## src/sv/cup_pkg.sv

```systemverilog
// Shared constants; state, slot, command and status types.
// No dependencies.
package cup_pkg;

   localparam int NUM_VARS   = 1024;
   localparam int ADDR_W     = $clog2(NUM_VARS);
   localparam int CMD_W      = 2;
   localparam int VAR_W      = 10;
   localparam int VAL_W      = 2;
   localparam int LIT_W      = 11;
   localparam int CNT_W      = 2;
   localparam int REQ_DATA_W = 48;
   localparam int RSP_DATA_W = 16;

   localparam logic [CMD_W-1:0] CMD_ASSIGN = 2'd0;
   localparam logic [CMD_W-1:0] CMD_CHECK  = 2'd1;
   localparam logic [CMD_W-1:0] CMD_PROP   = 2'd2;

   localparam logic [VAL_W-1:0] VAL_TRUE  = 2'b01;
   localparam logic [VAL_W-1:0] VAL_FALSE = 2'b11;
   localparam logic [VAL_W-1:0] VAL_UNDEF = 2'b00;

   typedef enum logic [2:0] {
      ST_CLEAR,
      ST_IDLE,
      ST_ASSIGN,
      ST_RD0,
      ST_RD1,
      ST_RD2,
      ST_FIN
   } cup_state_type;

   typedef enum logic [1:0] {
      SLOT_A,
      SLOT_B,
      SLOT_C
   } cup_slot_type;

   typedef struct packed {
      logic         clear_wr;
      logic         capture;
      logic         rd_en;
      cup_slot_type rd_slot;
      logic         acc_en;
      cup_slot_type acc_slot;
      logic         assign_wr;
      logic         fin;
   } cup_cmd_type;

   typedef struct packed {
      logic clear_last;
   } cup_status_type;

endpackage

```

## src/sv/cup_ctrl.sv

```systemverilog
// Controller of the clause unit: sequences clearing, assign and clause items.
// Depends on cup_pkg.
module cup_ctrl (
   input  logic                        clock,
   input  logic                        reset,
   input  logic                        req_tvalid,
   input  logic [cup_pkg::CMD_W-1:0]   req_cmd,
   output logic                        req_tready,
   input  logic                        rsp_tready,
   output logic                        rsp_tvalid,
   output cup_pkg::cup_cmd_type        ctrl,
   input  cup_pkg::cup_status_type     status
);
   import cup_pkg::*;

   cup_state_type state_ff, state_in;
   logic          rsp_valid_ff, rsp_valid_in;
   logic          out_free;

   assign out_free = !rsp_valid_ff || rsp_tready;

   always_comb begin
      state_in = state_ff;
      unique case (state_ff)
         ST_CLEAR: begin
            if (status.clear_last) state_in = ST_IDLE;
         end
         ST_IDLE: begin
            if (req_tvalid) state_in = (req_cmd == CMD_ASSIGN) ? ST_ASSIGN : ST_RD0;
         end
         ST_ASSIGN: begin
            if (out_free) state_in = ST_IDLE;
         end
         ST_RD0: state_in = ST_RD1;
         ST_RD1: state_in = ST_RD2;
         ST_RD2: state_in = ST_FIN;
         ST_FIN: begin
            if (out_free) state_in = ST_IDLE;
         end
         default: state_in = ST_CLEAR;
      endcase
   end

   always_comb begin
      ctrl       = '0;
      ctrl.rd_slot  = SLOT_A;
      ctrl.acc_slot = SLOT_A;
      req_tready = 1'b0;
      unique case (state_ff)
         ST_CLEAR: ctrl.clear_wr = 1'b1;
         ST_IDLE: begin
            req_tready   = 1'b1;
            ctrl.capture = req_tvalid;
         end
         ST_ASSIGN: ctrl.assign_wr = out_free;
         ST_RD0: begin
            ctrl.rd_en   = 1'b1;
            ctrl.rd_slot = SLOT_A;
         end
         ST_RD1: begin
            ctrl.rd_en    = 1'b1;
            ctrl.rd_slot  = SLOT_B;
            ctrl.acc_en   = 1'b1;
            ctrl.acc_slot = SLOT_A;
         end
         ST_RD2: begin
            ctrl.rd_en    = 1'b1;
            ctrl.rd_slot  = SLOT_C;
            ctrl.acc_en   = 1'b1;
            ctrl.acc_slot = SLOT_B;
         end
         ST_FIN: ctrl.fin = out_free;
         default: ctrl = '0;
      endcase
   end

   always_comb begin
      if (ctrl.fin || ctrl.assign_wr) begin
         rsp_valid_in = 1'b1;
      end else if (rsp_tready) begin
         rsp_valid_in = 1'b0;
      end else begin
         rsp_valid_in = rsp_valid_ff;
      end
   end

   always_ff @(posedge clock) begin
      if (reset) begin
         state_ff     <= ST_CLEAR;
         rsp_valid_ff <= 1'b0;
      end else begin
         state_ff     <= state_in;
         rsp_valid_ff <= rsp_valid_in;
      end
   end

   assign rsp_tvalid = rsp_valid_ff;

endmodule

```

## src/sv/cup_datapath.sv

```systemverilog
// Datapath of the clause unit: assignment store, slot evaluation, result register.
// Depends on cup_pkg; driven by cup_ctrl.
module cup_datapath (
   input  logic                               clock,
   input  logic                               reset,
   input  cup_pkg::cup_cmd_type               ctrl,
   output cup_pkg::cup_status_type            status,
   input  logic [cup_pkg::CMD_W-1:0]          in_cmd,
   input  logic [cup_pkg::VAR_W-1:0]          in_var_index,
   input  logic signed [cup_pkg::VAL_W-1:0]   in_var_value,
   input  logic signed [cup_pkg::LIT_W-1:0]   in_lit_a,
   input  logic signed [cup_pkg::LIT_W-1:0]   in_lit_b,
   input  logic signed [cup_pkg::LIT_W-1:0]   in_lit_c,
   output logic                               satisfied,
   output logic                               complete,
   output logic [cup_pkg::CNT_W-1:0]          undefined_count,
   output logic                               propagated,
   output logic [cup_pkg::VAR_W-1:0]          propagated_var
);
   import cup_pkg::*;

   function automatic logic [LIT_W-1:0] lit_mag(input logic [LIT_W-1:0] lit);
      lit_mag = lit[LIT_W-1] ? LIT_W'(~lit + LIT_W'(1)) : lit;
   endfunction

   function automatic logic lit_in_range(input logic [LIT_W-1:0] lit);
      lit_in_range = 32'(lit_mag(lit)) < NUM_VARS;
   endfunction

   logic [VAL_W-1:0] mem [NUM_VARS];
   logic [VAL_W-1:0] rd_data_ff;

   // captured item
   logic [CMD_W-1:0] cmd_ff, cmd_in;
   logic [VAR_W-1:0] var_index_ff, var_index_in;
   logic [VAL_W-1:0] var_value_ff, var_value_in;
   logic [LIT_W-1:0] lit_a_ff, lit_a_in, lit_b_ff, lit_b_in, lit_c_ff, lit_c_in;

   // running sums over slots
   logic             sat_ff, sat_in;
   logic [CNT_W-1:0] cnt_ff, cnt_in;
   logic [LIT_W-1:0] unit_ff, unit_in;

   logic [ADDR_W-1:0] clr_addr_ff, clr_addr_in;

   logic             sat_out_ff, sat_out_in, cmpl_out_ff, cmpl_out_in;
   logic [CNT_W-1:0] cnt_out_ff, cnt_out_in;
   logic             prop_out_ff, prop_out_in;
   logic [VAR_W-1:0] pvar_out_ff, pvar_out_in;

   logic [LIT_W-1:0]  rd_lit, ev_lit, sum_unit;
   cup_slot_type      ev_slot;
   logic [ADDR_W-1:0] rd_addr, prop_addr, wr_addr;
   logic [VAL_W-1:0]  ev_val, wr_data;
   logic              ev_undef, ev_sat, sum_sat, prop, wr_en;
   logic [CNT_W-1:0]  sum_cnt;

   assign cmd_in       = ctrl.capture ? in_cmd       : cmd_ff;
   assign var_index_in = ctrl.capture ? in_var_index : var_index_ff;
   assign var_value_in = ctrl.capture ? in_var_value : var_value_ff;
   assign lit_a_in     = ctrl.capture ? in_lit_a     : lit_a_ff;
   assign lit_b_in     = ctrl.capture ? in_lit_b     : lit_b_ff;
   assign lit_c_in     = ctrl.capture ? in_lit_c     : lit_c_ff;

   always_comb begin
      case (ctrl.rd_slot)
         SLOT_A:  rd_lit = lit_a_ff;
         SLOT_B:  rd_lit = lit_b_ff;
         default: rd_lit = lit_c_ff;
      endcase
   end
   assign rd_addr = ADDR_W'(lit_mag(rd_lit));

   // slot C is folded in combinationally on the finishing cycle
   assign ev_slot = ctrl.fin ? SLOT_C : ctrl.acc_slot;
   always_comb begin
      case (ev_slot)
         SLOT_A:  ev_lit = lit_a_ff;
         SLOT_B:  ev_lit = lit_b_ff;
         default: ev_lit = lit_c_ff;
      endcase
   end

   assign ev_val   = lit_in_range(ev_lit) ? rd_data_ff : VAL_UNDEF;
   assign ev_undef = (ev_val == VAL_UNDEF);
   assign ev_sat   = !ev_undef && (ev_lit[LIT_W-1] ? ev_val[VAL_W-1] : !ev_val[VAL_W-1]);
   assign sum_sat  = sat_ff | ev_sat;
   assign sum_cnt  = cnt_ff + CNT_W'(ev_undef);
   assign sum_unit = ev_undef ? ev_lit : unit_ff;

   always_comb begin
      if (ctrl.capture) begin
         sat_in  = 1'b0;
         cnt_in  = '0;
         unit_in = '0;
      end else if (ctrl.acc_en) begin
         sat_in  = sum_sat;
         cnt_in  = sum_cnt;
         unit_in = sum_unit;
      end else begin
         sat_in  = sat_ff;
         cnt_in  = cnt_ff;
         unit_in = unit_ff;
      end
   end

   assign prop = ctrl.fin && (cmd_ff == CMD_PROP) && !sum_sat
                 && (sum_cnt == CNT_W'(1)) && lit_in_range(sum_unit);
   assign prop_addr = ADDR_W'(lit_mag(sum_unit));

   always_comb begin
      wr_en   = 1'b0;
      wr_addr = clr_addr_ff;
      wr_data = VAL_UNDEF;
      if (ctrl.clear_wr) begin
         wr_en = 1'b1;
      end else if (ctrl.assign_wr) begin
         wr_en   = 32'(var_index_ff) < NUM_VARS;
         wr_addr = ADDR_W'(var_index_ff);
         wr_data = var_value_ff;
      end else if (prop) begin
         wr_en   = 1'b1;
         wr_addr = prop_addr;
         wr_data = sum_unit[LIT_W-1] ? VAL_FALSE : VAL_TRUE;
      end
   end

   assign clr_addr_in       = ctrl.clear_wr ? clr_addr_ff + ADDR_W'(1) : clr_addr_ff;
   assign status.clear_last = (clr_addr_ff == ADDR_W'(NUM_VARS - 1));

   // assign items report all zeros
   always_comb begin
      sat_out_in  = sat_out_ff;
      cmpl_out_in = cmpl_out_ff;
      cnt_out_in  = cnt_out_ff;
      prop_out_in = prop_out_ff;
      pvar_out_in = pvar_out_ff;
      if (ctrl.fin) begin
         sat_out_in  = sum_sat;
         cmpl_out_in = (sum_cnt == '0);
         cnt_out_in  = sum_cnt;
         prop_out_in = prop;
         pvar_out_in = prop ? VAR_W'(prop_addr) : '0;
      end else if (ctrl.assign_wr) begin
         sat_out_in  = 1'b0;
         cmpl_out_in = 1'b0;
         cnt_out_in  = '0;
         prop_out_in = 1'b0;
         pvar_out_in = '0;
      end
   end

   always_ff @(posedge clock) begin
      if (wr_en) mem[wr_addr] <= wr_data;
      if (ctrl.rd_en) rd_data_ff <= mem[rd_addr];
   end

   always_ff @(posedge clock) begin
      if (reset) begin
         clr_addr_ff <= '0;
      end else begin
         clr_addr_ff <= clr_addr_in;
      end
   end

   always_ff @(posedge clock) begin
      cmd_ff       <= cmd_in;
      var_index_ff <= var_index_in;
      var_value_ff <= var_value_in;
      lit_a_ff     <= lit_a_in;
      lit_b_ff     <= lit_b_in;
      lit_c_ff     <= lit_c_in;
      sat_ff       <= sat_in;
      cnt_ff       <= cnt_in;
      unit_ff      <= unit_in;
      sat_out_ff   <= sat_out_in;
      cmpl_out_ff  <= cmpl_out_in;
      cnt_out_ff   <= cnt_out_in;
      prop_out_ff  <= prop_out_in;
      pvar_out_ff  <= pvar_out_in;
   end

   assign satisfied       = sat_out_ff;
   assign complete        = cmpl_out_ff;
   assign undefined_count = cnt_out_ff;
   assign propagated      = prop_out_ff;
   assign propagated_var  = pvar_out_ff;

endmodule

```

## src/sv/cnf3_clause_unit_propagate.sv

```systemverilog
// Top level of the 3-CNF clause evaluator with unit propagation.
// Depends on cup_pkg, cup_ctrl and cup_datapath.
//
//   channel | dir | ports                        | carries
//   req     | in  | req_tvalid/tready/tdata/tuser | assign or clause item
//   rsp     | out | rsp_tvalid/tready/tdata       | one result item per input item
//
// A clause item goes from acceptance to result via accept, three reads and
// finish; an assign item via accept and assign. The three literals are read
// one after the other through the single read port of the assignment store.
// After reset all NUM_VARS (1024) entries of the store are cleared, during
// which req_tready stays low. A stalled result holds the finish step until
// taken; the next item is accepted in the cycle after the result is loaded.
module cnf3_clause_unit_propagate (
   input  logic                               clock,
   input  logic                               reset,
   input  logic                               req_tvalid,
   output logic                               req_tready,
   // var_index[9:0], var_value[11:10], lit_a[22:12], lit_b[33:23], lit_c[44:34]
   input  logic [cup_pkg::REQ_DATA_W-1:0]     req_tdata,
   // cmd[1:0]
   input  logic [cup_pkg::CMD_W-1:0]          req_tuser,
   output logic                               rsp_tvalid,
   input  logic                               rsp_tready,
   // satisfied[0], complete[1], undefined_count[3:2], propagated[4],
   // propagated_var[14:5]
   output logic [cup_pkg::RSP_DATA_W-1:0]     rsp_tdata
);
   import cup_pkg::*;

   cup_cmd_type      ctrl;
   cup_status_type   status;
   logic             satisfied, complete, propagated;
   logic [CNT_W-1:0] undefined_count;
   logic [VAR_W-1:0] propagated_var;

   cup_ctrl u_ctrl (
      .clock      (clock),
      .reset      (reset),
      .req_tvalid (req_tvalid),
      .req_cmd    (req_tuser),
      .req_tready (req_tready),
      .rsp_tready (rsp_tready),
      .rsp_tvalid (rsp_tvalid),
      .ctrl       (ctrl),
      .status     (status)
   );

   cup_datapath u_datapath (
      .clock           (clock),
      .reset           (reset),
      .ctrl            (ctrl),
      .status          (status),
      .in_cmd          (req_tuser),
      .in_var_index    (req_tdata[9:0]),
      .in_var_value    (req_tdata[11:10]),
      .in_lit_a        (req_tdata[22:12]),
      .in_lit_b        (req_tdata[33:23]),
      .in_lit_c        (req_tdata[44:34]),
      .satisfied       (satisfied),
      .complete        (complete),
      .undefined_count (undefined_count),
      .propagated      (propagated),
      .propagated_var  (propagated_var)
   );

   assign rsp_tdata = {1'b0, propagated_var, propagated, undefined_count, complete, satisfied};

endmodule

```

## config.mk

```make
export PLATFORM = sky130hd
export DESIGN_NAME = cnf3_clause_unit_propagate
export DESIGN_NICKNAME = d
export VERILOG_FILES = /design/src/sv/cup_pkg.sv /design/src/sv/cup_ctrl.sv /design/src/sv/cup_datapath.sv /design/src/sv/cnf3_clause_unit_propagate.sv
export SDC_FILE = /design/constraint.sdc
export NUM_CORES = 2
export LEC_CHECK = 0
export BUFFER_PORTS_ARGS = -buffer_cell sky130_fd_sc_hd__clkbuf_2
export CORE_MARGIN = 5
export CORE_UTILIZATION = 40
export DETAILED_ROUTE_END_ITERATION = 16
export SETUP_SLACK_MARGIN = 0.5
export SYNTH_ARGS = -nofsm -noshare
export SYNTH_HDL_FRONTEND = slang
export SYNTH_HIERARCHICAL = 1
export SYNTH_SLANG_ARGS = --single-unit
```

## constraint.sdc

```tcl
create_clock -name clock -period 84.6 [get_ports clock]
set_input_delay 25.38 -clock clock [delete_from_list [all_inputs] [get_ports clock]]
set_output_delay 25.38 -clock clock [all_outputs]
set_load 0.02 [all_outputs]
```

After elaboration in Yosys (flattened, before gate mapping). Memories as Yosys holds them, arrays and structs flattened. A register that Yosys moved wholly into a read port is not among the register bits. Index checks and enable logic that the tools add are counted.

Register bits after elaboration: 90. Memory bits (writable): 2048. Word-level logic and storage cells: 108. Memories kept: 1.

$add $sub $neg: 5. $lt $le $gt $ge: 2. Equality and inequality tests: 14. Multiplexer cells: 44. Bitwise gates (word level): 4. Reductions and logical operators: 21.

Memory list: u_datapath.mem (depth 1024, width 2, rd ports 1, clocked after memory_dff 1, write ports 1, line cup_datapath.sv:30) `logic [VAL_W-1:0] mem [NUM_VARS];`.

Operators with widths (number): $mux W10 (7); $pmux W11 S2 (2); $mux W11 (3); $add A11 B1 Y11 const B (2); $lt A11 B11 Y1 const B (2); $not A11 Y11 (2); $add A10 B1 Y10 const B (2); $mux W1 (18); $pmux W3 S6 (1); $mux W2 (8); $eq A10 B10 Y1 const B (1); $logic_not A2 Y1 (5); $not A10 Y10 (1); $eq A3 B3 Y1 const B (3); $mux W3 (3); $pmux W3 S3 (1); $eq A2 B1 Y1 const B (3); $eq A3 B2 Y1 const B (2); $pmux W3 S2 (1); $logic_and A1 B1 Y1 (5); $logic_not A1 Y1 (4); $ne A2 B2 Y1 const B (2); $reduce_bool A2 Y1 (2); $eq A3 B1 Y1 const B (1); 8 further kinds (9).

Longest topological paths before layout.
Depth in word-level cells: 24. Depth in mapped cells: 31.

Hierarchy. Netlist, hierarchy kept.

By module, submodules not included: cup_datapath (instances 1, cells an instance 6691, area an instance 90653.2 um2, sequential area each 63901.3 um2); cup_ctrl (instances 1, cells an instance 36, area an instance 290.3 um2, sequential area each 80.1 um2); cnf3_clause_unit_propagate (instances 1, cells an instance 5, area an instance 33.8 um2, sequential area each 0.0 um2).

Worst setup path before layout. No wires, ideal clock.

Kind: input to register. Start: input port rsp_tready. End: memory u_datapath.mem[0][1], data pin. Setup time: 4950 ps. Arrival time: 52389 ps. Data required time: 79650 ps. Path slack: 27261 ps. Stages: 19. Path through: nand2b_1 > and4_1 > or2_1 > buf_4 > o21ai_2 > and4_1 > a31oi_4 > inv_2 > buf_4 > ha_1 > xor2_1 > or4bb_1 > a311oi_2 > o31ai_4 > buf_6 > buf_6 > nor3_1 > a21oi_1 > nor2_1.

RTL lines: start, declared (line cnf3_clause_unit_propagate.sv:24) `input logic rsp_tready,`; end, declared (line cup_datapath.sv:30).

==> flow_metrics.tcl <==
set metrics [dict create \
    synth_largest_area_cell "edfxtp_1" \
    rows 175 \
    critPathLaunchType "primary input" \
    overflow 0 \
    ys_seq_area_share_pct 70.33 \
    cts_tree "yes" \
    power.switching_mw 0.4190 \
    skew_ns 0.02449 \
    clock-root-buffer "clkbuf_16" \
    final_cells 9789 \
    cts_buffer_depth 3 \
    post_cts_buffers 0 \
    crit_path_cell_trace "clkbuf_2 -> nand2b_1 -> and4_1 -> nor2_2 -> mux2i_1 -> and4_1 -> a31oi_4 -> inv_2 -> ha_1 -> xor2_1 -> or4bb_1 -> a311oi_2 -> o31ai_4 -> nor3_1 -> a21oi_1 -> nor2_4 -> buf_4 -> buf_12 -> buf_4 -> buf_4" \
    fin_crit_ns 33.24 \
    grt_pass1_wl_mm 398.4 \
    grt_pass1_vias 57480 \
    cp_slowest_cell "buf_4" \
    dp_cells 9403 \
    vias 58830 \
    initial_utilization_pct 40.11 \
    path_clk_slew_ns 0.06 \
    die_h_microns 486.9 \
    hp-class "reg2reg" \
    synth-edff-count 2112 \
    syn_area_sq_mm 0.09098 \
    grt_max_degree 234 \
    required_ns 85.08 \
    dpl.hpwl_mm 154.7 \
    endpoint_kind "flip-flop" \
    drt-initial-drc-count 8196 \
    ioPinCount 72 \
    final_nets 6667 \
    drive_gt1_share_pct 12.89 \
    peakVddDrop_mv 0.01912 \
    whs_ns 0.4952 \
    drt_wl_total_mm 276.4 \
    ys.flop_type "edfxtp_1" \
    p_leak_nw 28.93 \
    p_int_mw 1.657 \
    gr-usage-all-layers_pct 22.78 \
    antenna_found_initial 7 \
    synth_area_leaders "edfxtp_1, mux4_2, nand2_1" \
    synth_top_area_share_pct 69.71 \
    p_sw_share_pct 20.18 \
    cts_resized 0 \
    numClockSinks 2140 \
    power.density_mw_per_mm2 20.58 \
    crit_top_cell "buf_4" \
    clock_latency_ns 0.85 \
    worst_slew_pin_slew_ns 1.504 \
    yosys-top-cells-count "edfxtp_1, nand2_1, nor2_1" \
    hold_viol_final 0 \
    pwr-share-seq_pct 55.4 \
    antenna_left 0 \
    cpPeakStageDelay_ns 0.99 \
    synth_nets 6790 \
    finalCritPeriodShare_pct 39.29 \
    cp.buffers_inverters 6 \
    core_area_sq_mm 0.2268 \
    final_area_sq_mm 0.1009 \
    fmax_ghz 0.03008 \
    tns_ns 0 \
    drc_errors 0 \
    globalplace.congestion 0.8669 \
    syn_to_final_growth_pct 10.89 \
    postCtsHoldBufs 0 \
    htreeDepth 4 \
    place.port_buffers 67 \
    drv_slew 2 \
    yosysMostFrequentCell "edfxtp_1" \
    avgSynthCellArea_sq_um 13.51 \
    drtPass1Iterations 6 \
    power.total_mw 2.076 \
    ys_types 96 \
    wl_per_cell_microns 28.23 \
    use_met1_pct 31.44 \
    status "finished with violations" \
    ys_ff_latch 2140 \
    violations "capacitance limit, slew limit" \
    cts_buffers 213 \
    utilization_pct 44.47 \
    path_delay_family "buffers and inverters" \
    avgViaCountPerCell 6.010 \
    die_area_sq_mm 0.2371 \
    relSlewSlack_pct -2.888 \
    crit_fanout 233 \
    arrival_ns 33.72 \
    yosys_warnings 6 \
    rsz0062_at_grt "no" \
    worstSetupPathType "in2reg" \
    synth_cells 6732 \
    gr-usage-met2_pct 35.94 \
    combPwrFrac_pct 0.9 \
    dp_slack_ns 50.58 \
    layout_setup_ws_ns 51.36 \
    pwr-share-clk_pct 43.7 \
    maxCapViolCount 1 \
    die_w_microns 486.9 \
    synthArstFlopShare_pct 0 \
    fill_cells 20420 \
    use_met3_pct 5.121 \
    top_usage_layer "met2" \
    placedInstanceArea_sq_mm 0.09429 \
    setup_viol_count_final 0 \
]
[final timing paths]
| path | startpoint | end | slack (ns) | cells after the start |
|---|---|---|---|---|
| setup reg to reg | u_ctrl/state_ff[2] | u_datapath/rd_data_ff[1] | 74.83 | 21 |
| hold / removal | u_datapath/unit_ff[7] | u_datapath/unit_ff[7] | 0.50 | 2 |
| hold reg to reg | u_datapath/unit_ff[7] | u_datapath/unit_ff[7] | 0.50 | 2 |
| setup / recovery | rsp_tready | u_datapath/mem[846][1] | 51.36 | 20 |
[state kept, by name, indices dropped and copies added, names as in the netlist, 3 cells and up]
register,flops
u_datapath/mem,2048
u_datapath/lit_a_ff,11
u_datapath/lit_b_ff,11
u_datapath/lit_c_ff,11
u_datapath/unit_ff,11
u_datapath/clr_addr_ff,10
u_datapath/propagated_var,10
u_datapath/var_index_ff,10
u_ctrl/state_ff,3
[kinds of logic after synthesis]
logic type / Yosys count / share of synthesized area, %
mux: 350 / 7.395
compound gates: 723 / 5.560
flops: 2140 / 70.33
buf+inv: 568 / 2.625
xor+xnor: 25 / 0.2407
other cells: 2 / 0.008255
fa+ha+maj: 4 / 0.05501
simple gates: 2920 / 13.79
[routing by layer]
layer	share of wire (%)	wire, microns
met1	39	108100
met3	11	29840
met4	3.6	9988
met2	46	128400
met5	0.033	91
[power groups by stage]
stage / Combinational [mW] / Clock, mW / Sequential (mW)
after floorplan: 0.00958 / 0 / 1.17
after global placement: 0.0187 / 0 / 1.17
after detailed placement: 0.0190 / 0 / 1.17
after CTS: 0.0191 / 0.918 / 1.15
after global routing: 0.0205 / 0.968 / 1.15
final: 0.0194 / 0.907 / 1.15
[area by class of cell]
cell class | instances | area, sq um | share of cell area, %
Timing Repair Buffer | 213 | 1569 | 1.555
Clock inverter | 125 | 1059 | 1.049
Clock buffer | 260 | 5538 | 5.489
Sequential cell | 2140 | 63980 | 63.42
Antenna cell | 1 | 2.502 | 0.002480
Inverter | 17 | 71.32 | 0.07069
Multi-Input combinational cell | 4024 | 24900 | 24.68
Tap cell | 3009 | 3765 | 3.732
[worst min-delay path, stage by stage, from the launching register on]
cell	delay, ns
dfxtp_1	0.33
nand2_1	0.06
a21oi_1	0.06
[cell usage in the layout (no fill, tap or decap), drive strengths merged, types with 50 or more instances in the layout]
| cell type | count |
|---|---|
| nor3 | 81 |
| o211ai | 50 |
| and3 | 120 |
| mux2i | 78 |
| nor2 | 1070 |
| nand4 | 104 |
| clkinv | 96 |
| clkbuf | 327 |
| o21ai | 109 |
| buf | 146 |
| mux4 | 255 |
| a21oi | 193 |
| a311oi | 138 |
| nand3 | 397 |
| edfxtp | 2112 |
| nand2 | 1078 |
Note: power is estimated with default switching activity, not from simulation.
